==> config.mk <==
export PLATFORM = sky130hd
export DESIGN_NAME = sbct_div_cell
export DESIGN_NICKNAME = d
export VERILOG_FILES = /design/src/rtl/core/sbct_pkg.sv /design/src/rtl/core/sbct_div_cell.sv
export SDC_FILE = /design/constraint.sdc
export NUM_CORES = 1
export LEC_CHECK = 0
export ABC_AREA = 1
export BUFFER_PORTS_ARGS = -buffer_cell sky130_fd_sc_hd__buf_2
export CAP_MARGIN = 30
export CORE_AREA = 2 2 242 244
export DETAILED_ROUTE_END_ITERATION = 8
export DIE_AREA = 0 0 244 246
export SLEW_MARGIN = 0
export SYNTH_ARGS = -nofsm -noshare
export SYNTH_HDL_FRONTEND = slang
export SYNTH_SLANG_ARGS = --single-unit
==> constraint.sdc <==
create_clock -name clk -period 2.11 [get_ports clk]
set_clock_uncertainty 0.15 [all_clocks]
set_input_delay 0.1055 -clock clk [delete_from_list [all_inputs] [get_ports clk]]
set_output_delay 0.1055 -clock clk [all_outputs]
set_load 0.005 [all_outputs]
==> src/rtl/core/sbct_pkg.sv <==
// ----------------------------------------------------------------------------
// sbct_pkg - shared types and constants of the swept box collision engine
// Beat layouts, fixed widths and the carrier that runs down the divider row.
// ----------------------------------------------------------------------------
package sbct_pkg;

    // Field widths
    localparam int CW    = 24;          // coordinate and velocity width
    localparam int TW    = 16;          // time width
    localparam int SW    = CW - 1;      // box size width
    localparam int DISTW = CW + 2;      // signed entry/exit distance width
    localparam int MAGW  = CW + 1;      // distance magnitude width
    localparam int DW    = CW + 11;     // scaled dividend and quotient width
    localparam int LANES = 4;           // x entry, x exit, y entry, y exit

    localparam int MS_PER_S = 1000;

    // Lane order
    localparam int LANE_X_IN  = 0;
    localparam int LANE_X_OUT = 1;
    localparam int LANE_Y_IN  = 2;
    localparam int LANE_Y_OUT = 3;

    // Outcome codes
    localparam logic [1:0] OUTCOME_NONE    = 2'd0;
    localparam logic [1:0] OUTCOME_OVERLAP = 2'd1;
    localparam logic [1:0] OUTCOME_CONTACT = 2'd2;

    typedef struct packed {
        logic signed [CW-1:0] box_a_left;
        logic signed [CW-1:0] box_a_top;
        logic        [SW-1:0] box_a_width;
        logic        [SW-1:0] box_a_height;
        logic signed [CW-1:0] box_b_left;
        logic signed [CW-1:0] box_b_top;
        logic        [SW-1:0] box_b_width;
        logic        [SW-1:0] box_b_height;
        logic signed [CW-1:0] rel_vel_x;
        logic signed [CW-1:0] rel_vel_y;
        logic        [TW-1:0] delta_ms;
    } item_beat_t;

    typedef struct packed {
        logic [1:0]    outcome;
        logic [TW-1:0] contact_ms;
    } result_beat_t;

    // Decision flags that ride along with the division
    typedef struct packed {
        logic             overlap;
        logic             fail;
        logic             x_unb;
        logic             y_unb;
        logic [LANES-1:0] neg;
        logic [TW-1:0]    delta;
    } side_t;

    // One restoring-division lane: partial remainder and dividend/quotient
    typedef struct packed {
        logic [CW-1:0] rem;
        logic [DW-1:0] dq;
    } lane_t;

    typedef struct packed {
        lane_t [LANES-1:0] lane;
        logic  [CW-1:0]    div_x;
        logic  [CW-1:0]    div_y;
        side_t             side;
    } div_beat_t;

endpackage

==> src/rtl/core/sbct_div_cell.sv <==
// ----------------------------------------------------------------------------
// sbct_div_cell - one restoring-division step for all four lanes
// Produces one quotient bit per lane and hands the beat to the next cell.
// ----------------------------------------------------------------------------
module sbct_div_cell
(
    input  logic                  clk,
    input  logic                  en,
    input  sbct_pkg::div_beat_t   din,
    output sbct_pkg::div_beat_t   dout
);

    sbct_pkg::div_beat_t cell_reg;
    sbct_pkg::div_beat_t cell_next;

    // Shift in the next dividend bit, trial subtract
    always_comb
    begin
        logic [sbct_pkg::CW:0]   trial;
        logic [sbct_pkg::CW:0]   diff;
        logic [sbct_pkg::CW-1:0] dvs;
        logic                    ge;
        cell_next = din;
        for (int i = 0; i < sbct_pkg::LANES; i++)
        begin
            dvs   = (i < sbct_pkg::LANE_Y_IN) ? din.div_x : din.div_y;
            trial = {din.lane[i].rem, din.lane[i].dq[sbct_pkg::DW-1]};
            diff  = trial - {1'b0, dvs};
            ge    = (trial >= {1'b0, dvs});
            cell_next.lane[i].rem = ge ? diff[sbct_pkg::CW-1:0]
                                       : trial[sbct_pkg::CW-1:0];
            cell_next.lane[i].dq  = {din.lane[i].dq[sbct_pkg::DW-2:0], ge};
        end
    end

    always_ff @(posedge clk)
    begin
        if (en)
        begin
            cell_reg <= cell_next;
        end
    end

    assign dout = cell_reg;

endmodule

; ---- Word-level counts from Yosys, hierarchy flattened
; Cells that the tools add are included.
[totals]
elab_cells = 28
in_bits = 310
mem_count = 0
mem_bits_ro = 0
latchBits = 0
reg_bits = 308
out_inout_bits = 308
mem_bits_rw = 0
[classes]
addsub = 4
mul = 0
div = 0
n_eq_ne = 0
reduce_logical = 0
bitwise = 0
n_mux = 4
order_cmp = 4
shift = 0
[op_table]
columns = operator, count
row1 = 25-bit by 24-bit greater-or-equal comparator with 1-bit output, 4
row2 = 24-bit two-way mux, 4
row3 = 24-bit subtractor, 4

; ---- Logic depth before layout (Yosys ltp)
[logic_depth]
depth_word = 2
ltp_mapped = 14
ltp_nobuf = 14

; ---- Worst setup path after synthesis
; No wires, ideal clock.
[synth_timing]
path_kind = input port to flip-flop
startpoint = input din[165] (netlist bit)
endpoint = register cell_reg, in the netlist dout[178] (data pin)
arrival_time_ns = 1.497
path_stages = 11
n_path_buf = 0
setup_ns = 0.253
required_time_ns = 1.707
slack_ns = 0.210
path_cell_list = inv_1 > ha_1 > fa_1 > inv_1 > a21oi_1 > o21ai_0 > nand2_1 > nand3_1 > nand2_1 > nand2_1 > nand2_1
[synth_lines]
columns = element, line
row1 = "start, declared", sbct_div_cell.sv:9  ; input sbct_pkg::div_beat_t din,
row2 = "end signal, assigned", sbct_div_cell.sv:40  ; cell_reg <= cell_next;
row3 = "end, declared", sbct_div_cell.sv:13  ; sbct_pkg::div_beat_t cell_reg;

==> impl_metrics.csv <==
group,metric,value,unit
outcome,status,"complete, but fails checks",
outcome,violations,"negative hold slack",
route,drc,0,
cells_and_area,layout.nets,3883,
clock_network,cts.sinks,308,
worst_setup_path,cp-end-kind,"register",
route,dr.pass1.iters,6,
logic_synthesis,synth_top_area_share,50.4,%
logic_synthesis,yosysWarnings,0,
timing,fmax,481,MHz
timing,relSlewSlack,72.9,%
clock_network,h-tree-depth,2,
place,dp_hpwl,58800,um
route,viasPerCell,4.60,
clock_network,path_clk_slew,0.06,ns
timing,rsz0062_at_grt,"yes",
power_and_ir_drop,leakage,15.4,nW
floorplanning,io_pins,618,
timing,setup_ws,0.0313,ns
logic_synthesis,yosysSeqAreaShare,50.4,%
timing,period_share,98.5,%
worst_setup_path,cp-start-kind,"input port",
clock_network,clockRootBuffer,"clkbuf_16",
global_routing,grt_usage,23.7,%
floorplanning,row_count,88,
route,antenna_left,0,
timing,timing.final.hold_violations,2,
timing,worstMarginPinSlew,0.406,ns
run,max_cap_viol_count,0,
cells_and_area,final_common_cell,"nand2_1",
global_routing,grt_pass1_vias,18700,
route,vias,19700,
power_and_ir_drop,fin_total_pwr,19.7,mW
worst_setup_path,path_class,"in2reg",
timing,period_needed,2.08,ns
worst_setup_path,startpoint,"din[188]",
cells_and_area,drive_above_1_share,34.6,%
power_and_ir_drop,power_switching,5.96,mW
route,routed_wl,77700,um
cells_and_area,largest_reg_flops,308,
global_routing,antenna_found_initial,11,
logic_synthesis,yosys.area.top_type,"edfxtp_1",
timing,setup_viol,0,
global_routing,grt_first_pass_wirelength,108000,um
floorplanning,die_area,60000,um2
route,wire_per_inst,18.2,um
clock_network,cts_tree,"done",
power_and_ir_drop,vdd_drop_max,0.589,mV
logic_synthesis,yosysUniqueCellTypes,31,
power_and_ir_drop,clock_power_share,32.3,%
cells_and_area,final_cell_mix,"nand2_1, buf_2, inv_1, edfxtp_1, buf_4",
floorplanning,die_h,246,um
place,routabilityCongestion,0.957,
power_and_ir_drop,power.share.sequential,39.0,%
floorplanning,coreArea,57400,um2
clock_network,cts_buffers,37,
logic_synthesis,synthCells,2202,
place,pre_cts_ws,-0.190,ns
place,portBuffers,617,
worst_setup_path,crit_fanout,24,
logic_synthesis,synth_nets,2612,
logic_synthesis,synthTopCellsByArea,"edfxtp_1, nand2_1, inv_1",
cells_and_area,num-fill-cells,5278,
timing,finalMaxSlewViolations,0,
worst_setup_path,crit_required,2.26,ns
cells_and_area,area_delta_synth_final,66.1,%
timing,hold_ws,-0.0157,ns
worst_setup_path,arrival,2.23,ns
worst_setup_path,crit_end,"dout[182]",
global_routing,grt_max_degree,66,
logic_synthesis,avgSynthCellArea,8.34,um2
floorplanning,die_x,244,um
logic_synthesis,synth_area,18400,um2
min_path,min_path_type,"in2reg",
floorplanning,initial_core_util,32.0,%
global_routing,grt_overflow,0,
clock_network,clockBufferDepth,3,
route,drt-initial-drc-count,1367,
power_and_ir_drop,pwr_density_cell,647,nW/um2
logic_synthesis,ys_seq_elements,308,
power_and_ir_drop,p_int,13.8,mW
power_and_ir_drop,netSwitchingFraction,30.2,%
power_and_ir_drop,comb_power_share,28.6,%
==> cell usage after synthesis <==
library cell / number
a21oi_1: 39
a21oi_4: 4
and2_1: 2
buf_2: 21
buf_6: 8
clkbuf_1: 3
clkinv_1: 1
edfxtp_1: 308
fa_1: 4
ha_1: 96
inv_1: 410
inv_2: 10
nand2_1: 871
nand3_1: 100
nand3_2: 4
nand3_4: 7
nand3b_1: 5
nand4_1: 118
nand4_2: 1
nor2_1: 116
nor2_2: 6
nor2_4: 1
nor3_1: 8
nor3_2: 3
nor3_4: 4
nor4_1: 1
o21a_1: 4
o21ai_0: 1
or2_2: 2
xnor2_1: 5
xor2_1: 39
==> metrics by stage <==
stage	std cells	util [%]	TNS, ns	instance area, um2
floorplan	2202	-	0	18400
global placement	3878	43.3	-15.40	24800
detailed placement	3878	43.3	-13.26	24800
CTS	4247	50.6	0	29000
global route	4267	53.2	-0.616	30500
finish	4272	53.2	0	30500
==> critical path, cell delays in order <==
cell	delay, ns
dlygate4sd3_1	0.53
buf_2	0.15
ha_4	0.29
inv_4	0.04
nor2_1	0.15
inv_1	0.11
nor3_4	0.28
nand3_4	0.16
buf_12	0.19
nand4_1	0.13
nand2_1	0.08
==> area by class of cell <==
class                   instances  area, um2  share of cell area (%)
multi-input cells            1444       8450                    27.7
diodes                          7       17.5                  0.0574
repair buffers               1261       9070                    29.7
inverters                     421       1590                    5.22
clock buffers                  45        956                    3.13
well taps                     765        957                    3.14
clock inverters                21        226                   0.742
flip-flops and latches        308       9250                    30.3
==> power by group through the flow <==
stage / sequential (mW) / combinational [mW] / clock [mW]
global route: 7.74 / 6.14 / 6.76
global placement: 7.80 / 4.68 / 0
detailed placement: 7.80 / 4.70 / 0
floorplan: 7.85 / 1.97 / 0
finish: 7.70 / 5.65 / 6.38
CTS: 7.69 / 5.19 / 6.53
==> timing repair <==
item                       CTS  global route
setup buffers                0             9
hold buffers               303             5
hold endpoints to repair   372             5
resized for setup            0           221
setup endpoints to repair    0            98
==> worst min path at each step <==
stage | start | cells after the start | slack (ns) | end
finish | din[283] | 6 | -0.02 | dout[284]
floorplan | din[0] | 0 | 0.05 | dout[0]
CTS | din[24] | 1 | -0.38 | dout[24]
detailed placement | din[264] | 1 | 0.13 | dout[265]
global route | din[106] | 6 | 0.001 | dout[107]
global placement | din[192] | 1 | 0.13 | dout[193]
==> cells by family after synthesis <==
kind of cell               count (synthesis)  synth area share, %
AOI/OAI and AO/OA                         48                 1.61
xor gates and xnor gates                  44                 2.10
adders and majority gates                100                 6.98
buffers and inverters                    453                 9.73
DFF                                      308                 50.4
and+or+nand+nor                         1249                 29.2
==> per-layer routing <==
metal	up-vias	track usage, %	part of all wire, %
met5	-	0	0.067
met4	8	7.66	3.2
met3	127	4.29	7.0
met2	784	39.6	47
met1	9107	31.1	43
li1	9645	-	-
(Power assumes the default switching activity.)
