--- config.mk ---
export PLATFORM = sky130hd
export DESIGN_NAME = sbct_prep
export DESIGN_NICKNAME = d
export VERILOG_FILES = /design/src/rtl/core/sbct_pkg.sv /design/src/rtl/core/sbct_prep.sv
export SDC_FILE = /design/constraint.sdc
export NUM_CORES = 2
export LEC_CHECK = 0
export BUFFER_PORTS_ARGS = -buffer_cell sky130_fd_sc_hd__buf_2
export CELL_PAD_IN_SITES_DETAIL_PLACEMENT = 1
export CELL_PAD_IN_SITES_GLOBAL_PLACEMENT = 2
export CORE_UTILIZATION = 34
export DETAILED_ROUTE_END_ITERATION = 7
export PLACE_DENSITY = 0.8
export SYNTH_ARGS = -nofsm -noshare
export SYNTH_HDL_FRONTEND = slang
export SYNTH_SLANG_ARGS = --single-unit
--- constraint.sdc ---
create_clock -name clk -period 7.1 [get_ports clk]
set_clock_uncertainty 0.15 [all_clocks]
set_input_delay 0.355 -clock clk [delete_from_list [all_inputs] [get_ports clk]]
set_output_delay 0.355 -clock clk [all_outputs]
set_load 0.02 [all_outputs]
--- src/rtl/core/sbct_pkg.sv ---
// ----------------------------------------------------------------------------
// sbct_pkg - shared types and constants of the swept box collision engine
// Beat layouts, fixed widths and the carrier that runs down the divider row.
// ----------------------------------------------------------------------------
package sbct_pkg;

    // Field widths
    localparam int CW    = 24;          // coordinate and velocity width
    localparam int TW    = 16;          // time width
    localparam int SW    = CW - 1;      // box size width
    localparam int DISTW = CW + 2;      // signed entry/exit distance width
    localparam int MAGW  = CW + 1;      // distance magnitude width
    localparam int DW    = CW + 11;     // scaled dividend and quotient width
    localparam int LANES = 4;           // x entry, x exit, y entry, y exit

    localparam int MS_PER_S = 1000;

    // Lane order
    localparam int LANE_X_IN  = 0;
    localparam int LANE_X_OUT = 1;
    localparam int LANE_Y_IN  = 2;
    localparam int LANE_Y_OUT = 3;

    // Outcome codes
    localparam logic [1:0] OUTCOME_NONE    = 2'd0;
    localparam logic [1:0] OUTCOME_OVERLAP = 2'd1;
    localparam logic [1:0] OUTCOME_CONTACT = 2'd2;

    typedef struct packed {
        logic signed [CW-1:0] box_a_left;
        logic signed [CW-1:0] box_a_top;
        logic        [SW-1:0] box_a_width;
        logic        [SW-1:0] box_a_height;
        logic signed [CW-1:0] box_b_left;
        logic signed [CW-1:0] box_b_top;
        logic        [SW-1:0] box_b_width;
        logic        [SW-1:0] box_b_height;
        logic signed [CW-1:0] rel_vel_x;
        logic signed [CW-1:0] rel_vel_y;
        logic        [TW-1:0] delta_ms;
    } item_beat_t;

    typedef struct packed {
        logic [1:0]    outcome;
        logic [TW-1:0] contact_ms;
    } result_beat_t;

    // Decision flags that ride along with the division
    typedef struct packed {
        logic             overlap;
        logic             fail;
        logic             x_unb;
        logic             y_unb;
        logic [LANES-1:0] neg;
        logic [TW-1:0]    delta;
    } side_t;

    // One restoring-division lane: partial remainder and dividend/quotient
    typedef struct packed {
        logic [CW-1:0] rem;
        logic [DW-1:0] dq;
    } lane_t;

    typedef struct packed {
        lane_t [LANES-1:0] lane;
        logic  [CW-1:0]    div_x;
        logic  [CW-1:0]    div_y;
        side_t             side;
    } div_beat_t;

endpackage

--- src/rtl/core/sbct_prep.sv ---
// ----------------------------------------------------------------------------
// sbct_prep - distance set-up and dividend scaling
// Two stages: entry/exit numerators and early rejects, then |n| * 1000.
// ----------------------------------------------------------------------------
module sbct_prep
(
    input  logic                   clk,
    input  logic                   en_a,
    input  logic                   en_b,
    input  sbct_pkg::item_beat_t   item,
    output sbct_pkg::div_beat_t    dout
);

    typedef struct packed {
        logic [sbct_pkg::LANES-1:0][sbct_pkg::DISTW-1:0] num;
        logic [sbct_pkg::CW-1:0]                         div_x;
        logic [sbct_pkg::CW-1:0]                         div_y;
        sbct_pkg::side_t                                 side;
    } prep_t;

    prep_t a_reg;
    prep_t a_next;
    sbct_pkg::div_beat_t b_reg;
    sbct_pkg::div_beat_t b_next;

    logic signed [sbct_pkg::DISTW-1:0] ax, ay, bx, by, aw, ah, bw, bh;
    logic signed [sbct_pkg::DISTW-1:0] xe, xx, ye, yx;
    logic signed [sbct_pkg::DISTW-1:0] nx_in, nx_out, ny_in, ny_out;
    logic                              vx_neg, vy_neg, vx_zero, vy_zero;
    logic                              x_span, y_span, x_fail, y_fail;

    // Stage A: distances, swap for negative velocity, rejects
    always_comb
    begin
        ax = {{2{item.box_a_left[sbct_pkg::CW-1]}}, item.box_a_left};
        ay = {{2{item.box_a_top[sbct_pkg::CW-1]}},  item.box_a_top};
        bx = {{2{item.box_b_left[sbct_pkg::CW-1]}}, item.box_b_left};
        by = {{2{item.box_b_top[sbct_pkg::CW-1]}},  item.box_b_top};
        aw = {3'b000, item.box_a_width};
        ah = {3'b000, item.box_a_height};
        bw = {3'b000, item.box_b_width};
        bh = {3'b000, item.box_b_height};

        xe = bx - ax - aw;
        xx = bx + bw - ax;
        ye = by - ay - ah;
        yx = by + bh - ay;

        vx_neg  = item.rel_vel_x[sbct_pkg::CW-1];
        vy_neg  = item.rel_vel_y[sbct_pkg::CW-1];
        vx_zero = (item.rel_vel_x == '0);
        vy_zero = (item.rel_vel_y == '0);

        // entry never exceeds exit, so spanning zero is a plain bracket
        x_span = (xe <= 0) && (xx >= 0);
        y_span = (ye <= 0) && (yx >= 0);

        nx_in  = vx_neg ? -xx : xe;
        nx_out = vx_neg ? -xe : xx;
        ny_in  = vy_neg ? -yx : ye;
        ny_out = vy_neg ? -ye : yx;

        x_fail = vx_zero ? !x_span : nx_out[sbct_pkg::DISTW-1];
        y_fail = vy_zero ? !y_span : ny_out[sbct_pkg::DISTW-1];

        a_next.num[sbct_pkg::LANE_X_IN]  = nx_in;
        a_next.num[sbct_pkg::LANE_X_OUT] = nx_out;
        a_next.num[sbct_pkg::LANE_Y_IN]  = ny_in;
        a_next.num[sbct_pkg::LANE_Y_OUT] = ny_out;
        a_next.div_x = vx_neg ? (~item.rel_vel_x + 1'b1) : item.rel_vel_x;
        a_next.div_y = vy_neg ? (~item.rel_vel_y + 1'b1) : item.rel_vel_y;
        a_next.side.overlap = x_span && y_span;
        a_next.side.fail    = (item.delta_ms == '0) || (vx_zero && vy_zero)
                              || x_fail || y_fail;
        a_next.side.x_unb   = vx_zero;
        a_next.side.y_unb   = vy_zero;
        a_next.side.neg     = '0;
        a_next.side.delta   = item.delta_ms;
    end

    // Stage B: magnitudes scaled to milliseconds
    always_comb
    begin
        logic [sbct_pkg::DISTW-1:0] mag_full;
        b_next.div_x = a_reg.div_x;
        b_next.div_y = a_reg.div_y;
        b_next.side  = a_reg.side;
        for (int i = 0; i < sbct_pkg::LANES; i++)
        begin
            mag_full = a_reg.num[i][sbct_pkg::DISTW-1] ? (~a_reg.num[i] + 1'b1)
                                                       : a_reg.num[i];
            b_next.side.neg[i]  = a_reg.num[i][sbct_pkg::DISTW-1];
            b_next.lane[i].rem  = '0;
            b_next.lane[i].dq   = sbct_pkg::DW'(mag_full[sbct_pkg::MAGW-1:0])
                                  * sbct_pkg::DW'(sbct_pkg::MS_PER_S);
        end
    end

    always_ff @(posedge clk)
    begin
        if (en_a)
        begin
            a_reg <= a_next;
        end
        if (en_b)
        begin
            b_reg <= b_next;
        end
    end

    assign dout = b_reg;

endmodule

### After elaboration in Yosys (flattened, before gate mapping)

Cells that the tools add are included.

* register bits after elaboration: 372
* input port bits: 255
* output and inout bits: 308
* logic and storage cells: 81

* add/subtract/negate cells: 18
* multiply operators: 4
* $lt $le $gt $ge: 4
* multiplexer cells: 12
* bitwise logic cells: 6
* reductions and logical operators: 12

Operator list (count)
* 25-bit by 7-bit multiplier with 32-bit output, second input constant: 4
* 26-bit two-way mux: 4
* 26-bit negator: 4
* 25-bit by 24-bit subtractor with 26-bit output: 4
* 25-bit by 1-bit adder with 25-bit output, second input constant: 4
* 25-bit two-way mux: 4
* 25-bit inverter: 4
* 26-bit by 1-bit greater-or-equal comparator with 1-bit output, second input constant: 2
* 26-bit by 1-bit less-or-equal comparator with 1-bit output, second input constant: 2
* 24-bit by 24-bit adder with 25-bit output: 2
* 24-bit by 24-bit subtractor with 25-bit output: 2
* 24-bit by 1-bit adder with 24-bit output, second input constant: 2
* 24-bit zero test: 2
* 24-bit inverter: 2
* 23-bit two-way mux: 2
* 16-bit zero test: 1
* 1-bit logical AND: 4
* 1-bit logical OR: 3
* 1-bit zero test: 2
* 1-bit two-way mux: 2

### Depth between registers and ports, before layout

* depth in word-level cells: 8
* gate-level depth with buffers: 27
* gate-level depth less buffers: 27

### Worst setup path after synthesis

Ideal clock, no wire load.

* path type: register -> register
* start: reg a_reg[127] (netlist bit)
* end: reg b_reg (netlist bit dout[222]) (data pin)
* arrival: 6558 ps
* required time: 6692 ps
* setup slack: 133 ps
* stages on the path, launching flop included: 25
* path buffers: 0
* clock period less this slack: 6967 ps
* cells stage by stage: edfxtp_1 > or4_4 > or3_4 > or3_4 > or2_1 > or3_4 > nand2_1 > xor2_2 > xnor2_1 > xnor2_1 > fa_1 > fa_1 > fa_1 > inv_1 > ha_1 > a21o_1 > a21o_1 > a21oi_1 > o22ai_1 > o41ai_1 > a21oi_1 > a31o_2 > o21a_1 > nor2_1 > xnor2_1

RTL lines
* start, declared: RTL line sbct_prep.sv:21 `prep_t a_reg;`
* start signal, assigned: RTL line sbct_prep.sv:103 `a_reg <= a_next;`
* end signal, assigned: RTL line sbct_prep.sv:107 `b_reg <= b_next;`
* end, declared: RTL line sbct_prep.sv:23 `sbct_pkg::div_beat_t b_reg;`

==> impl_metrics.yaml <==
global_routing:
  globalRouteMet1Util_pct: 25.9
  use_met2_pct: 33.5
  busiest_layer: "met2"
  grt_overflow: 0
  first_global_vias: 35000
  grt.total_usage_pct: 19.9
  grt_start_max_net_pins: 110
  grt_pass1_wl_um: 197000
  antenna_found_initial: 27
  grtUsageMet3_pct: 3.91
timing:
  hold_viol: 0
  rsz0062_at_grt: "true"
  slew_headroom_pct: 28.6
  finalSetupViolations: 0
  finalCriticalPeriod_ns: 6.91
  worst_slew_pin_slew_ns: 1.06
  min_period_over_period_pct: 97.4
  fmax_mhz: 145
  slew_viol_final: 0
cells_and_area:
  syn_to_final_growth_pct: 17.5
  nNetsFinal: 6020
  stdcell_count: 6708
  drive_above_1_share_pct: 16.8
  largest_register_ffs: 200
  fill_cells: 14300
clocking:
  clkTransAtPathRegs_ns: 0.05
  cts_buffers: 49
  clk_latency_ns: 0.63
  clockBufferDepth: 3
  h-tree-depth: 2
  clkSinkCount: 372
  cts_tree: "yes"
  root_buffer: "clkbuf_16"
critical_path:
  cp.required_ns: 7.32
  arrival_ns: 7.13
  cp-end-kind: "flip-flop"
  start_kind: "flip-flop"
  cp_max_fo: 5
  crit_type: "reg2reg"
route:
  drtPass1Iterations: 8
  routedWlPerCell_um: 19.0
  via_per_inst: 4.87
  routed_wl_um: 127000
  ant_nets: 0
  via_count: 32700
  drt_iter0_drc: 1724
  drc: 163
synthesis:
  synth_edf_count: 372
  synthFlopType: "edfxtp_1"
  ys_seq_area_share_pct: 26.3
  synth_top_area_share_pct: 26.3
  synth.distinct_cells: 105
  avgSynthCellArea_sq_um: 9.76
  synth_common_cells: "inv_1, fa_1, edfxtp_1"
  async_reset_ff_share_pct: 0
  synth.largest_area_cell: "edfxtp_1"
  yosysWarnings: 0
  yosys-top-cells-area: "edfxtp_1, fa_1, ha_1"
  synthCells: 4356
  yosysMostFrequentCell: "inv_1"
  netlist_area_sq_um: 42500
  synth_seq_cells: 372
hold_path:
  min_path_type: "in2reg"
outcome:
  violations: "DRC"
  outcome: "finished with violations"
die:
  die_area_sq_um: 126000
  die_w_um: 356
  die_h_um: 356
  io_pins: 563
  core_sq_um: 124000
  rows: 129
  initial_core_util_pct: 34.3
placement:
  dp.cells: 6528
  port_buffers: 454
  dp_hpwl_um: 107000
  place.gp.congestion: 0.906
flow_run:
  drv_cap: 0
==> cell families after synthesis <==
| family | after synthesis | share of synthesized area (%) |
|---|---|---|
| mux | 35 | 0.886 |
| buf+inv | 932 | 9.22 |
| xor+xnor | 502 | 10.5 |
| simple gates | 923 | 11.1 |
| fa+ha+maj | 764 | 29.1 |
| other cells | 1 | 0.00882 |
| flops | 372 | 26.3 |
| compound gates | 827 | 12.8 |
==> path summary, 6_finish.rpt <==
| check | end | startpoint | cells past startpoint | slack [ns] |
|---|---|---|---|---|
| setup / recovery | dout[222]$_DFFE_PP_ | a_reg[127]$_DFFE_PP_ | 26 | 0.19 |
| hold / removal | a_reg[25]$_DFFE_PP_ | item[17] | 3 | 0.05 |
| setup reg to reg | dout[222]$_DFFE_PP_ | a_reg[127]$_DFFE_PP_ | 26 | 0.19 |
| hold reg to reg | dout[45]$_DFFE_PP_ | a_reg[45]$_DFFE_PP_ | 0 | 0.26 |
==> layout by cell type, fill, tap and decap left out, drive strengths merged, types with 22 or more instances in the layout <==
master         n
nand3         66
fa           383
inv          761
o31ai         38
nand2        236
nor2b         26
nor3          68
nand4         25
nand2b        36
ha           358
a21o          82
o41ai         22
xor2         176
or3           47
xnor2        326
a211oi        26
dlygate4sd3   69
or2           56
clkbuf        60
o21bai        32
buf          613
and2          25
edfxtp       372
nor4          23
maj3          23
conb         108
nor2         215
a21oi        209
o21a          37
and3          35
o21ai        206
==> worst max-delay path, cell delays in order, from the launching register on <==
cell and delay, ns:
edfxtp_1 0.40, or4_4 0.54, or3_4 0.36, or3_4 0.33, or2_1 0.23, or3_4 0.37
nand2_4 0.11, xor2_4 0.09, buf_4 0.16, buf_4 0.13, buf_4 0.13, maj3_1 0.37
fa_1 0.49, fa_1 0.52, inv_1 0.05, fa_1 0.45, ha_1 0.30, buf_4 0.16
nand3_1 0.12, nor4_2 0.06, o41ai_2 0.29, buf_4 0.17, a21oi_1 0.07, a31o_2 0.27
o21a_1 0.18, nor2_2 0.09, xnor2_1 0.06
==> layout make-up <==
type	instances	area, sq um	share of cell area [%]
diodes	12	30.0	0.0601
clock buffers	59	1310	2.62
clock inverters	27	347	0.694
inverters	759	2850	5.70
multi-input cells	3159	28000	56.1
flip-flops and latches	372	11200	22.4
well taps	1637	2050	4.10
repair buffers	683	4200	8.40
==> repair_timing <==
action / CTS / global route
setup buffers: 3 / 10
gates resized for setup: 1 / 34
hold endpoints to repair: 61 / 0
setup endpoints to repair: 2 / 16
hold buffers: 69 / 0
pin swaps: 0 / 9
gates cloned: 0 / 0
==> per-stage QoR <==
stage,TNS [ns],cell area [sq um],hold WS (ns),util [%],worst slack [ns]
6_report,0,49900,0.0502,40.3,0.187
4_1_cts,0,49700,0.00922,40.1,0.0217
3_3_place_gp,0,47300,0.251,38.2,0.0827
2_1_floorplan,0,42900,0.250,-,0.133
5_1_grt,-0.277,49900,0.0271,40.3,-0.108
3_5_place_dp,-0.00521,47300,0.256,38.2,-0.00521
==> metal layers <==
layer,vias up,part of all wire [%]
met5,-,0.12
li1,15900,-
met4,26,2.9
met3,158,5.2
met2,599,47
met1,16000,45
Power is not shown: default switching activity piles up to over one toggle a cycle in this logic, so the estimate is an artifact.
