$ cat src/rtl/core/sbct_pkg.sv
// ----------------------------------------------------------------------------
// sbct_pkg - shared types and constants of the swept box collision engine
// Beat layouts, fixed widths and the carrier that runs down the divider row.
// ----------------------------------------------------------------------------
package sbct_pkg;

    // Field widths
    localparam int CW    = 24;          // coordinate and velocity width
    localparam int TW    = 16;          // time width
    localparam int SW    = CW - 1;      // box size width
    localparam int DISTW = CW + 2;      // signed entry/exit distance width
    localparam int MAGW  = CW + 1;      // distance magnitude width
    localparam int DW    = CW + 11;     // scaled dividend and quotient width
    localparam int LANES = 4;           // x entry, x exit, y entry, y exit

    localparam int MS_PER_S = 1000;

    // Lane order
    localparam int LANE_X_IN  = 0;
    localparam int LANE_X_OUT = 1;
    localparam int LANE_Y_IN  = 2;
    localparam int LANE_Y_OUT = 3;

    // Outcome codes
    localparam logic [1:0] OUTCOME_NONE    = 2'd0;
    localparam logic [1:0] OUTCOME_OVERLAP = 2'd1;
    localparam logic [1:0] OUTCOME_CONTACT = 2'd2;

    typedef struct packed {
        logic signed [CW-1:0] box_a_left;
        logic signed [CW-1:0] box_a_top;
        logic        [SW-1:0] box_a_width;
        logic        [SW-1:0] box_a_height;
        logic signed [CW-1:0] box_b_left;
        logic signed [CW-1:0] box_b_top;
        logic        [SW-1:0] box_b_width;
        logic        [SW-1:0] box_b_height;
        logic signed [CW-1:0] rel_vel_x;
        logic signed [CW-1:0] rel_vel_y;
        logic        [TW-1:0] delta_ms;
    } item_beat_t;

    typedef struct packed {
        logic [1:0]    outcome;
        logic [TW-1:0] contact_ms;
    } result_beat_t;

    // Decision flags that ride along with the division
    typedef struct packed {
        logic             overlap;
        logic             fail;
        logic             x_unb;
        logic             y_unb;
        logic [LANES-1:0] neg;
        logic [TW-1:0]    delta;
    } side_t;

    // One restoring-division lane: partial remainder and dividend/quotient
    typedef struct packed {
        logic [CW-1:0] rem;
        logic [DW-1:0] dq;
    } lane_t;

    typedef struct packed {
        lane_t [LANES-1:0] lane;
        logic  [CW-1:0]    div_x;
        logic  [CW-1:0]    div_y;
        side_t             side;
    } div_beat_t;

endpackage

$ cat src/rtl/core/sbct_resolve.sv
// ----------------------------------------------------------------------------
// sbct_resolve - interval merge and result formatting
// Signs the quotients, then takes latest entry / earliest exit and decides.
// ----------------------------------------------------------------------------
module sbct_resolve
(
    input  logic                    clk,
    input  logic                    en_r1,
    input  logic                    en_out,
    input  sbct_pkg::div_beat_t     din,
    output sbct_pkg::result_beat_t  result
);

    typedef struct packed {
        logic [sbct_pkg::LANES-1:0][sbct_pkg::DW:0] t;
        sbct_pkg::side_t                            side;
    } times_t;

    times_t                 r1_reg;
    times_t                 r1_next;
    sbct_pkg::result_beat_t out_reg;
    sbct_pkg::result_beat_t out_next;

    // Signed times in ms
    always_comb
    begin
        logic [sbct_pkg::DW:0] q;
        r1_next.side = din.side;
        for (int i = 0; i < sbct_pkg::LANES; i++)
        begin
            q = {1'b0, din.lane[i].dq};
            r1_next.t[i] = din.side.neg[i] ? (~q + 1'b1) : q;
        end
    end

    // Merge the axis intervals and decide
    always_comb
    begin
        logic signed [sbct_pkg::DW:0] x_in, x_out, y_in, y_out;
        logic signed [sbct_pkg::DW:0] hit, leave, delta_s;
        x_in    = r1_reg.t[sbct_pkg::LANE_X_IN];
        x_out   = r1_reg.t[sbct_pkg::LANE_X_OUT];
        y_in    = r1_reg.t[sbct_pkg::LANE_Y_IN];
        y_out   = r1_reg.t[sbct_pkg::LANE_Y_OUT];
        delta_s = {{(sbct_pkg::DW + 1 - sbct_pkg::TW){1'b0}}, r1_reg.side.delta};

        if (r1_reg.side.x_unb)
        begin
            hit   = y_in;
            leave = y_out;
        end
        else if (r1_reg.side.y_unb)
        begin
            hit   = x_in;
            leave = x_out;
        end
        else
        begin
            hit   = (x_in > y_in)   ? x_in  : y_in;
            leave = (x_out < y_out) ? x_out : y_out;
        end

        out_next.outcome    = sbct_pkg::OUTCOME_NONE;
        out_next.contact_ms = '0;
        if (r1_reg.side.overlap)
        begin
            out_next.outcome = sbct_pkg::OUTCOME_OVERLAP;
        end
        else if (!r1_reg.side.fail && !(leave < hit) && !(hit > delta_s))
        begin
            // hit is bounded by delta above, so only the low clamp bites
            out_next.outcome    = sbct_pkg::OUTCOME_CONTACT;
            out_next.contact_ms = hit[sbct_pkg::DW] ? '0 : hit[sbct_pkg::TW-1:0];
        end
    end

    always_ff @(posedge clk)
    begin
        if (en_r1)
        begin
            r1_reg <= r1_next;
        end
        if (en_out)
        begin
            out_reg <= out_next;
        end
    end

    assign result = out_reg;

endmodule

$ cat config.mk
export PLATFORM = sky130hd
export DESIGN_NAME = sbct_resolve
export DESIGN_NICKNAME = d
export VERILOG_FILES = /design/src/rtl/core/sbct_pkg.sv /design/src/rtl/core/sbct_resolve.sv
export SDC_FILE = /design/constraint.sdc
export NUM_CORES = 1
export LEC_CHECK = 0
export ABC_AREA = 0
export BUFFER_PORTS_ARGS = -buffer_cell sky130_fd_sc_hd__buf_2
export CAP_MARGIN = 20
export CORE_UTILIZATION = 29
export CTS_BUF_LIST = sky130_fd_sc_hd__clkbuf_2 sky130_fd_sc_hd__clkbuf_4 sky130_fd_sc_hd__clkbuf_8
export CTS_CLUSTER_SIZE = 20
export DETAILED_ROUTE_END_ITERATION = 10
export SYNTH_ARGS = -nofsm -noshare
export SYNTH_HDL_FRONTEND = slang
export SYNTH_SLANG_ARGS = --single-unit
$ cat constraint.sdc
create_clock -name clk -period 6.7 [get_ports clk]
set_input_delay 1.34 -clock clk [delete_from_list [all_inputs] [get_ports clk]]
set_output_delay 1.34 -clock clk [all_outputs]
set_load 0.005 [all_outputs]
Word-level counts from Yosys, hierarchy flattened
Index checks and enable logic that the tools add are counted.
- bits in writable memories: 0
- word-level logic and storage cells: 46
- register bits: 182
- output and inout bits: 18
- ROM bits: 0
- input port bits: 311
- memories: 0
- bits in latches: 0
- muxes and demuxes: 12
- $add $sub $neg: 4
- divide/modulo/power cells: 0
- $lt $le $gt $ge: 4
- reductions and logical operators: 6
- bitwise logic cells: 5
- eq/ne operators: 0
- shift-type cells: 0
- multiply operators: 0
- operators with widths (cell ; number):
    36-bit two-way mux ; 6
    36-bit by 1-bit adder with 36-bit output, second input constant ; 4
    35-bit NOT with 36-bit output ; 4
    35-bit two-way mux ; 4
    36-bit < comparator ; 2
    36-bit by 17-bit > comparator with 1-bit output ; 1
    36-bit > comparator ; 1
    18-bit two-way mux ; 1
    16-bit two-way mux ; 1
    1-bit logical NOT ; 3
    3-bit OR reduction ; 1
    1-bit logical AND ; 2
    1-bit NOT ; 1

Longest topological paths before layout
Gate-level depths: netlist of the first run.
- depth in word-level cells: 10
- mapped depth: 25

Worst setup path after synthesis of the first run
No wires, ideal clock.
- path type: flip-flop to flip-flop
- from: register r1_reg[95] in the netlist's numbering
- to: register out_reg (netlist bit result[10]) (data pin)
- path slack: 1.185 ns
- period minus slack after synthesis: 5.515 ns
- stages on the path, launching flop included: 21
- required time: 6.568 ns
- arrival time: 5.383 ns
- cell sequence: edfxtp_1 > ha_1 > buf_2 > nand4_1 > nor4_1 > nand3_1 > o221ai_1 > a22oi_1 > nand2_1 > buf_1 > mux2_2 > ha_1 > nand2_1 > nor4_1 > nand2_1 > or4_1 > o21bai_1 > o41a_1 > mux2i_1 > clkbuf_1 > and2_1
- longest elaborated chain between the ends: 10
- RTL lines (element ; RTL line ; text):
    start, declared ; sbct_resolve.sv:19 ; times_t r1_reg;
    start signal, assigned ; sbct_resolve.sv:81 ; r1_reg <= r1_next;
    36-bit < comparator ; sbct_resolve.sv:60 ; leave = (x_out < y_out) ? x_out : y_out;
    36-bit two-way mux ; sbct_resolve.sv:60 ;
    36-bit two-way mux (*) ; sbct_resolve.sv:52 ; else if (r1_reg.side.y_unb)
    36-bit two-way mux (*) ; sbct_resolve.sv:47 ; if (r1_reg.side.x_unb)
    36-bit < comparator (*) ; sbct_resolve.sv:69 ; else if (!r1_reg.side.fail && !(leave < hit) && !(hit > delta_s))
    1-bit logical NOT (*) ; sbct_resolve.sv:69 ;
    1-bit logical AND (*) (2 in series) ; sbct_resolve.sv:69 ;
    1-bit NOT (no line) (*) ; - ;
    3-bit OR reduction (no line) (*) ; - ;
    end signal, assigned ; sbct_resolve.sv:85 ; out_reg <= out_next;
    end, declared ; sbct_resolve.sv:21 ; sbct_pkg::result_beat_t out_reg;
Mark *: on every way between the ends. The rest lies on a longest branch, timed or not.
A chain may end at the register's enable or synchronous reset.

Worst setup path after layout of the first run
- from: register r1_reg[95] in the netlist's numbering
- to: register out_reg (netlist bit result[15]) (data pin)
Same word-level chain as after synthesis.

==> results of run 1 <==
==> worst register-to-register path, stage by stage, from the launching register on <==
cell and delay, ns:
edfxtp_1 0.46, ha_1 0.49, nand4_1 0.26, nor4_1 0.33, buf_4 0.17, nand3_1 0.07
o221ai_1 0.27, a22oi_1 0.18, nand2_1 0.14, buf_12 0.19, buf_4 0.22, mux2_2 0.39
ha_1 0.31, a21oi_1 0.15, nor2b_1 0.06, o21ai_0 0.17, a21oi_1 0.13, a2111oi_0 0.39
o21ai_0 0.16, o2bb2ai_1 0.18, a311oi_1 0.23, o41a_1 0.29, mux2i_2 0.59, and2_1 0.22
==> synth_stat cells (all sizes together) (12+ instances only) <==
| cell type | instances |
|---|---|
| a21o | 14 |
| a21oi | 63 |
| and2 | 16 |
| clkbuf | 25 |
| edfxtp | 182 |
| ha | 122 |
| inv | 113 |
| mux2 | 36 |
| nand2 | 108 |
| nand2b | 15 |
| nand3 | 12 |
| nand4 | 23 |
| nor2 | 43 |
| nor2b | 12 |
| nor3 | 14 |
| nor4 | 22 |
| o21ai | 80 |
| o31ai | 36 |
| o41ai | 17 |
| or3 | 24 |
| or4 | 30 |
| xnor2 | 128 |
==> cell type report <==
type | instances | area (um^2)
antenna | 1 | 2.50
timing repair buffer | 212 | 1160
multi-input combinational | 885 | 6560
fill | 4296 | 27600
tap | 577 | 722
clock buffer | 20 | 256
inverter | 113 | 424
sequential | 182 | 5470
clock inverter | 10 | 180
==> per-stage QoR <==
stage | utilization [%] | instance area [um^2] | std cells | hold slack, ns | worst slack, ns
5_1_grt | 34.9 | 14800 | 1999 | 0.575 | 0.0661
4_1_cts | 34.9 | 14800 | 1999 | 0.551 | 0.293
2_1_floorplan | - | 12600 | 1209 | 0.447 | 1.19
3_3_place_gp | 33.9 | 14300 | 1969 | 0.522 | 0.414
3_5_place_dp | 33.9 | 14300 | 1969 | 0.528 | 0.306
6_report | 34.9 | 14800 | 2000 | 0.547 | 0.531
==> per-layer routing <==
metal	share of wire [%]	vias up	wire (um)	track usage [%]
li1	-	4850	-	-
met1	48	4619	16300	21.1
met2	46	226	15700	25.3
met3	4.5	22	1520	2.21
met4	1.3	0	452	4.15
met5	0	-	0	0
==> power groups by stage <==
| stage | sequential, mW | clock (mW) | combinational (mW) |
|---|---|---|---|
| after floorplan | 1.45 | 0 | 0.612 |
| after global placement | 1.48 | 0 | 0.954 |
| after detailed placement | 1.48 | 0 | 0.990 |
| after CTS | 1.46 | 0.870 | 0.998 |
| after global routing | 1.47 | 0.900 | 1.12 |
| final | 1.46 | 0.843 | 0.992 |
==> cells by family (layout without fill, tap and decap cells) <==
kind of cell	after synthesis	count (layout)	synth area share [%]
and+or+nand+nor	333	333	14.1
AOI/OAI and AO/OA	252	252	12.8
DFF	182	182	43.5
buffers and inverters	142	355	4.26
xor gates and xnor gates	137	137	9.56
adders and majority gates	123	123	12.2
muxes	40	40	3.55
other	0	1	0
==> worst min path at each step <==
| stage | from | end | slack, ns | depth (start not counted) |
|---|---|---|---|---|
| 3_5_place_dp | r1_reg[23]$_DFFE_PP_ | result[16]$_SDFFCE_PP1P_ | 0.53 | 0 |
| 2_1_floorplan | r1_reg[23]$_DFFE_PP_ | result[16]$_SDFFCE_PP1P_ | 0.45 | 0 |
| 3_3_place_gp | r1_reg[23]$_DFFE_PP_ | result[16]$_SDFFCE_PP1P_ | 0.52 | 0 |
| 4_1_cts | r1_reg[23]$_DFFE_PP_ | result[16]$_SDFFCE_PP1P_ | 0.55 | 0 |
| 5_1_grt | r1_reg[23]$_DFFE_PP_ | result[16]$_SDFFCE_PP1P_ | 0.57 | 0 |
| 6_report | r1_reg[23]$_DFFE_PP_ | result[16]$_SDFFCE_PP1P_ | 0.55 | 0 |
==> results.toml, run 1 <==
[run_status]
status = "finished clean"

[sta]
setup_violations = 0
fin_worst_skew_ns = 0.0207
max_clock_freq_mhz = 162
worstMarginPinSlew_ns = 1.04
setup-tns-final_ns = 0
rsz0062_at_grt = "no"
hold_viol_final = 0
post-route-min-period_ns = 6.17
finalCritPeriodShare_pct = 92.1
slew_viol_final = 0
max-slew-margin-rel_pct = 30.6

[cts]
cts_sinks = 182
htreeDepth = 4
clkLatencyLatePin_ns = 0.49
cts_setup_buffers = 0
cts_root_buf = "clkbuf_8"
cts_made_buffers = 17
clk_pin_slew_worst_paths_ns = 0.10
tritoncts = "done"
clockBufferDepth = 2
cts_hold_buf = 0
post_cts_resized = 0

[route]
wl_per_cell_um = 17.0
avgViaCountPerCell = 4.86
route.detailed.drc = 0
num_vias = 9717
drt_iter0_markers = 472
routed_wl_um = 34000
ant_nets = 0
dr.pass1.iters = 4

[worst_setup_path]
cp_cell_sequence = "ha_1 > nand4_1 > nor4_1 > buf_4 > nand3_1 > o221ai_1 > a22oi_1 > nand2_1 > buf_12 > buf_4 > mux2_2 > ha_1 > a21oi_1 > nor2b_1 > o21ai_0 > a21oi_1 > a2111oi_0 > o21ai_0 > o2bb2ai_1 > a311oi_1 > o41a_1 > mux2i_2 > and2_1"
path_buf_inv = 3
cpPeakStageDelay_ns = 0.58
r2r_cells = 23
rrSetupSlack_ns = 0.53
path_depth = 23
worst_r2r_endpoint = "result[15]$_SDFFCE_PP0P_"
cp_top_family = "compound AO/OA/AOI/OAI gates"
start_kind = "flip-flop"
cp_data_required_time_ns = 7.06
regToRegStartpoint = "r1_reg[95]$_SDFFCE_PN0P_"
crit_path_end_kind = "flip-flop"
crit_slowest_cell = "mux2i_2"
critPathArrivalTime_ns = 6.53
crit_path_max_fanout = 25
path_class = "reg -> reg"
crit_path_start = "r1_reg[95]$_SDFFCE_PN0P_"
endpoint = "result[15]$_SDFFCE_PP0P_"

[power_and_ir_drop]
combPwrFrac_pct = 30.1
vdd.ir_drop.worst_v = 0.000106
p_total_mw = 3.29
p_seq_share_pct = 44.3
internal-power_mw = 2.27
switching_share_pct = 31.1
pwr-share-clk_pct = 25.6
power_density_mw_per_mm2 = 223
power_switching_mw = 1.02
power_leakage_nw = 5.91

[finish]
largest_reg_flops = 164
drive_gt1_share_pct = 20.9
layout_common_cells = "183 x buf_2, 182 x edfxtp_1, 128 x xnor2_1, 122 x ha_1, 111 x inv_1"
area_growth_syn_to_layout_pct = 17.7
final_common_cell = "buf_2"
fin_nets = 1844

[global_route]
grt_max_degree = 107
overflow = 0
track_usage_pct = 15.4
grt_pass1_vias = 9457
grt_pass1_wl_um = 51300
antenna_found_initial = 0

[synth]
yosys_warnings = 0
ys_seq_area_share_pct = 43.5
synth_edf_count = 182
syn_nets = 1642
synthArstFlopShare_pct = 0
yosys.area.top_type = "edfxtp_1"
syn-cell-area_mm2 = 0.0126
synth_top_area_share_pct = 43.5
ys.flop_type = "edfxtp_1"
synthTopCellsByArea = "edfxtp_1 44%, ha_1 12%, xnor2_1 8.9%"
ys_ff_latch = 182
ys_types = 58
synthCells = 1209
avgSynthCellArea_um2 = 10.4

[placement]
gp_congestion = 0.823
dp_hpwl_um = 27200
numPortBuffers = 184

[worst_hold_path]
hold_path_class = "reg -> reg"

[die]
std_cell_rows = 75
die_h_um = 210
core_mm2 = 0.0423
boundaryPins = 329
initial_core_util_pct = 29.7
fp.dieArea_mm2 = 0.0441
dieWidth_um = 210

[job]
maxCapViolations = 0
(Power assumes the default switching activity.)
==> run 2, diff against run 1 <==
Settings changed: CORE_MARGIN set to 4, CORE_UTILIZATION 29 to 48, PLACE_DENSITY set to 0.74.
==> run 2 against run 1 <==
Compared with the run above:
- clock-buffer cell count shrank 3
- utilization grew 21 points
- critical path depth shrank 4
- final cell count shrank 13%
==> results.toml, run 2 (same netlist as run 1, synthesis figures left out) <==
[run_status]
status = "finished clean"

[route]
drt_iter0_markers = 849
routed_wl_um = 30500
ant_nets = 0
dr.pass1.iters = 5
route.detailed.drc = 0
wl_per_cell_um = 17.5
avgViaCountPerCell = 5.63
num_vias = 9814

[cts]
tritoncts = "done"
cts_hold_buf = 0
cts_made_buffers = 17
cts_sinks = 182
clockBufferDepth = 2
htreeDepth = 4
cts_setup_buffers = 0
cts_root_buf = "clkbuf_8"
clkLatencyLatePin_ns = 0.49
post_cts_resized = 0
clk_pin_slew_worst_paths_ns = 0.10

[sta]
slew_viol_final = 0
setup-tns-final_ns = 0
rsz0062_at_grt = "no"
worstMarginPinSlew_ns = 1.01
post-route-min-period_ns = 6.31
max_clock_freq_mhz = 158
fin_worst_skew_ns = 0.0306
finalCritPeriodShare_pct = 94.2
setup_violations = 0
hold_ws_ns = 0.527
hold_viol_final = 0
max-slew-margin-rel_pct = 32.7

[worst_setup_path]
crit_path_end_kind = "flip-flop"
worst_r2r_endpoint = "result[4]$_SDFFCE_PP0P_"
crit_path_max_fanout = 18
start_kind = "flip-flop"
cp_top_family = "simple AND/OR/NAND/NOR gates"
rrSetupSlack_ns = 0.39
path_buf_inv = 3
regToRegStartpoint = "r1_reg[95]$_SDFFCE_PN0P_"
cp_data_required_time_ns = 7.00
crit_path_frequent_cell = "buf_4"
r2r_cells = 19
critPathArrivalTime_ns = 6.61
crit_slowest_cell = "nor4_1"
path_class = "reg -> reg"
cpPeakStageDelay_ns = 0.59
cp_cell_sequence = "ha_1 > nand4_1 > nor4_1 > nand3_1 > o221ai_1 > a22oi_1 > nand2_1 > buf_4 > buf_4 > mux2_2 > ha_1 > nand4_1 > or3_1 > or4_1 > o21bai_1 > o41a_1 > mux2i_1 > buf_4 > nor2b_1"

[global_route]
overflow = 0
grt_pass1_vias = 9450
track_usage_pct = 20.8
antenna_found_initial = 0
grt_pass1_wl_um = 47400
grt_max_degree = 107

[die]
initial_core_util_pct = 49.3
die_h_um = 170
fp.dieArea_mm2 = 0.0288
core_mm2 = 0.0255
std_cell_rows = 58
boundaryPins = 329
dieWidth_um = 170

[power_and_ir_drop]
power_leakage_nw = 5.83
power_density_mw_per_mm2 = 220
vdd.ir_drop.worst_v = 0.000150
p_total_mw = 3.14

[job]
maxCapViolations = 0

[finish]
regArea_mm2 = 0.00547
multiInputGateArea_mm2 = 0.00655
design_area_mm2 = 0.0143
layout_common_cells = "183 x buf_2, 182 x edfxtp_1, 128 x xnor2_1, 122 x ha_1, 111 x inv_1"
antenna_cells = 0
drive_gt1_share_pct = 20.4
area_growth_syn_to_layout_pct = 13.9
largest_reg_flops = 164
fin_nets = 1833
n_fill_cell = 2137
final_common_cell = "buf_2"

[worst_hold_path]
hold_path_class = "reg -> reg"
hold_depth = 0
worstHoldStart = "r1_reg[23]$_DFFE_PP_"
holdPathEnd = "result[16]$_SDFFCE_PP1P_"

[placement]
placed_area_mm2 = 0.0139
numPortBuffers = 184
gp_congestion = 0.872
dp_hpwl_um = 23900
run 2: changes by cell type in the layout (fill, tap and decap cells not counted):
cell,previous run,this run
buf_4,26,17
mux2i_1,3,4
clkinv_4,0,2
clkinv_1,2,1
clkinvlp_4,3,1
bufinv_16,5,1
inv_6,0,8
mux2i_2,1,0
diode_2,1,0
clkinv_8,0,1
clkbuf_4,3,0
inv_8,0,1
buf_12,2,0
run 2: worst max-delay path by stage:
stage                                   from                  endpoint  slack [ns]  depth (start not counted)
finish              r1_reg[95]$_SDFFCE_PN0P_   result[4]$_SDFFCE_PP0P_        0.39                         19
global route        r1_reg[95]$_SDFFCE_PN0P_   result[4]$_SDFFCE_PP0P_        0.12                         23
global placement    r1_reg[95]$_SDFFCE_PN0P_   result[4]$_SDFFCE_PP0P_        0.54                         19
detailed placement  r1_reg[95]$_SDFFCE_PN0P_   result[5]$_SDFFCE_PP0P_        0.45                         19
floorplan           r1_reg[95]$_SDFFCE_PN0P_  result[10]$_SDFFCE_PP0P_        1.19                         20
CTS                 r1_reg[95]$_SDFFCE_PN0P_   result[5]$_SDFFCE_PP0P_        0.42                         19
run 2: layout make-up:
class / instances / share of cell area [%]
Clock inverter: 15 / 1.09
Sequential cell: 182 / 38.2
Tap cell: 330 / 2.89
Clock buffer: 17 / 1.64
Inverter: 113 / 2.97
Timing Repair Buffer: 201 / 7.38
Multi-Input combinational cell: 885 / 45.8
run 2: layer usage:
metal	share of wire (%)	vias up	GRT usage, %
li1	-	4843	-
met1	45	4558	29.7
met2	45	385	33.4
met3	8.7	28	3.98
met4	1.1	0	3.78
met5	0	-	0
run 2: power by group:
group | internal [mW] | switching, mW
sequential | 1.39 | 0.0696
clock | 0.309 | 0.441
combinational | 0.410 | 0.527
run 2: per-stage QoR:
stage	setup WS, ns	utilization, %	cells
global route	0.123	56.1	1743
global placement	0.541	54.6	1711
CTS	0.421	56.1	1743
floorplan	1.19	-	1209
finish	0.388	56.1	1743
detailed placement	0.447	54.6	1711
run 2: worst reg2reg max path, cell delays in order (launching register included):
cell and delay (ns):
edfxtp_1 0.40, ha_1 0.45, nand4_1 0.23, nor4_1 0.59, nand3_1 0.15, o221ai_1 0.38
a22oi_1 0.20, nand2_1 0.11, buf_4 0.26, buf_4 0.31, mux2_2 0.40, ha_1 0.30
nand4_1 0.10, or3_1 0.41, or4_1 0.57, o21bai_1 0.18, o41a_1 0.45, mux2i_1 0.20
buf_4 0.22, nor2b_1 0.22
==> run 3, diff against run 2 <==
Settings changed: GPL_TIMING_DRIVEN set to 0, PLACE_DENSITY 0.74 to 0.79.
==> run 3 against run 2 <==
Compared with the run above:
- global-route usage is 1.6 points higher
- sequential power about the same
- final area is 0.53% higher
- combinational power up 2%
- die area did not move
- critical path type unchanged
==> results.toml, run 3 (same netlist as run 1, synthesis figures left out) <==
[run_status]
status = "finished clean"

[route]
dr.pass1.iters = 5
avgViaCountPerCell = 5.81
num_vias = 10200
ant_nets = 0
routed_wl_um = 33200
route.detailed.drc = 0
wl_per_cell_um = 18.9
drt_iter0_markers = 844

[cts]
tritoncts = "done"
htreeDepth = 4
clk_pin_slew_worst_paths_ns = 0.10
clockBufferDepth = 2
cts_sinks = 182
cts_setup_buffers = 0
clkLatencyLatePin_ns = 0.47
cts_root_buf = "clkbuf_8"
cts_hold_buf = 0
cts_made_buffers = 17

[die]
die_h_um = 170
initial_core_util_pct = 49.3
boundaryPins = 329
dieWidth_um = 170
fp.dieArea_mm2 = 0.0288
core_mm2 = 0.0255
std_cell_rows = 58

[sta]
slew_viol_final = 0
worstMarginPinSlew_ns = 0.901
post-route-min-period_ns = 6.38
rsz0062_at_grt = "no"
setup_violations = 0
max-slew-margin-rel_pct = 39.3
hold_viol_final = 0
setup-tns-final_ns = 0
finalCritPeriodShare_pct = 95.3
max_clock_freq_mhz = 157
fin_worst_skew_ns = 0.0131
hold_ws_ns = 0.490

[worst_setup_path]
start_kind = "flip-flop"
crit_slowest_cell = "o21ai_0"
path_class = "reg -> reg"
critPathArrivalTime_ns = 6.60
cpPeakStageDelay_ns = 0.74
crit_path_max_fanout = 10
cp_cell_sequence = "ha_1 > nand4_1 > nor4_1 > nand2_1 > o221ai_2 > mux2i_2 > nand2_2 > clkbuf_2 > o21ai_0 > inv_1 > ha_1 > nand4_1 > or3_1 > or4_1 > o21bai_1 > o41a_1 > mux2i_4 > clkbuf_2 > and2_1"
crit_path_end_kind = "flip-flop"
cp_data_required_time_ns = 6.91

[finish]
largest_reg_flops = 164
drive_gt1_share_pct = 19.9
area_growth_syn_to_layout_pct = 14.6
antenna_cells = 0
regArea_mm2 = 0.00547
layout_common_cells = "182 x buf_2, 182 x edfxtp_1, 128 x xnor2_1, 122 x ha_1, 111 x inv_1"
fin_nets = 1842
n_fill_cell = 2126
multiInputGateArea_mm2 = 0.00661

[power_and_ir_drop]
power_leakage_nw = 5.83
power_density_mw_per_mm2 = 222
p_total_mw = 3.20
vdd.ir_drop.worst_v = 0.000107

[placement]
numPortBuffers = 180
dp_hpwl_um = 26300
gp_congestion = 0.898

[global_route]
track_usage_pct = 22.4
grt_pass1_vias = 9832
overflow = 0
antenna_found_initial = 0
grt_max_degree = 96
top_usage_layer = "met2"
grt_pass1_wl_um = 50600
use_met1_pct = 30.5
met3_usage_pct = 3.40
use_met2_pct = 37.2

[job]
maxCapViolations = 0

[worst_hold_path]
hold_path_class = "reg -> reg"
-- run 3: final cells by class --
type	count	share of cell area, %
Clock buffer	17	1.63
Sequential cell	182	38.0
Buffer	29	0.835
Clock inverter	15	1.23
Tap cell	330	2.87
Inverter	113	2.95
Timing Repair Buffer	181	6.50
Multi-Input combinational cell	885	46.0
-- run 3: metrics by stage --
stage	setup slack (ns)	area (um^2)	cells	util, %
after global placement	-0.133	13900	1719	54.4
after floorplan	1.19	12600	1209	-
after detailed placement	-0.317	13900	1720	54.6
after CTS	0.00221	14300	1752	56.3
final	0.318	14400	1752	56.4
after global routing	0.0171	14400	1752	56.4
-- run 3: worst paths after layout --
path / startpoint / end / slack (ns) / cells past startpoint
hold reg to reg: r1_reg[23]$_DFFE_PP_ / result[16]$_SDFFCE_PP1P_ / 0.49 / 0
setup reg to reg: r1_reg[35]$_DFFE_PP_ / result[5]$_SDFFCE_PP0P_ / 0.32 / 19
hold / removal: r1_reg[23]$_DFFE_PP_ / result[16]$_SDFFCE_PP1P_ / 0.49 / 0
setup / recovery: r1_reg[35]$_DFFE_PP_ / result[5]$_SDFFCE_PP0P_ / 0.32 / 19
-- run 3: worst max-delay path: cells and delay by family (launching register included) --
family	cells	cell delay [ns]
AO/OA/AOI/OAI	4	1.65
multiplexers	2	0.58
flip-flops	1	0.42
adder cells (fa/ha/maj)	2	0.69
buffers and inverters	3	0.55
AND/OR/NAND/NOR	8	2.26
-- run 3: timing repair --
| item | 4_1_cts | 5_1_grt |
|---|---|---|
| pin swaps | 0 | 2 |
| cloned | 0 | 0 |
| endpoints found under the setup margin | 17 | 17 |
| gates resized for setup | 7 | 15 |
-- run 3: report_power, final --
group / internal (mW) / switching (mW) / total (mW)
clock: 0.371 / 0.410 / 0.781
combinational: 0.401 / 0.555 / 0.956
sequential: 1.39 / 0.0724 / 1.46
-- run 3: metal layers --
metal  up-vias  part of all wire, %  wire length (um)
met1      4820                   43             14300
met2       471                   47             15400
li1       4844                    -                 -
met5         -                    0                 0
met4         0                  1.8               611
met3        43                  8.4              2780
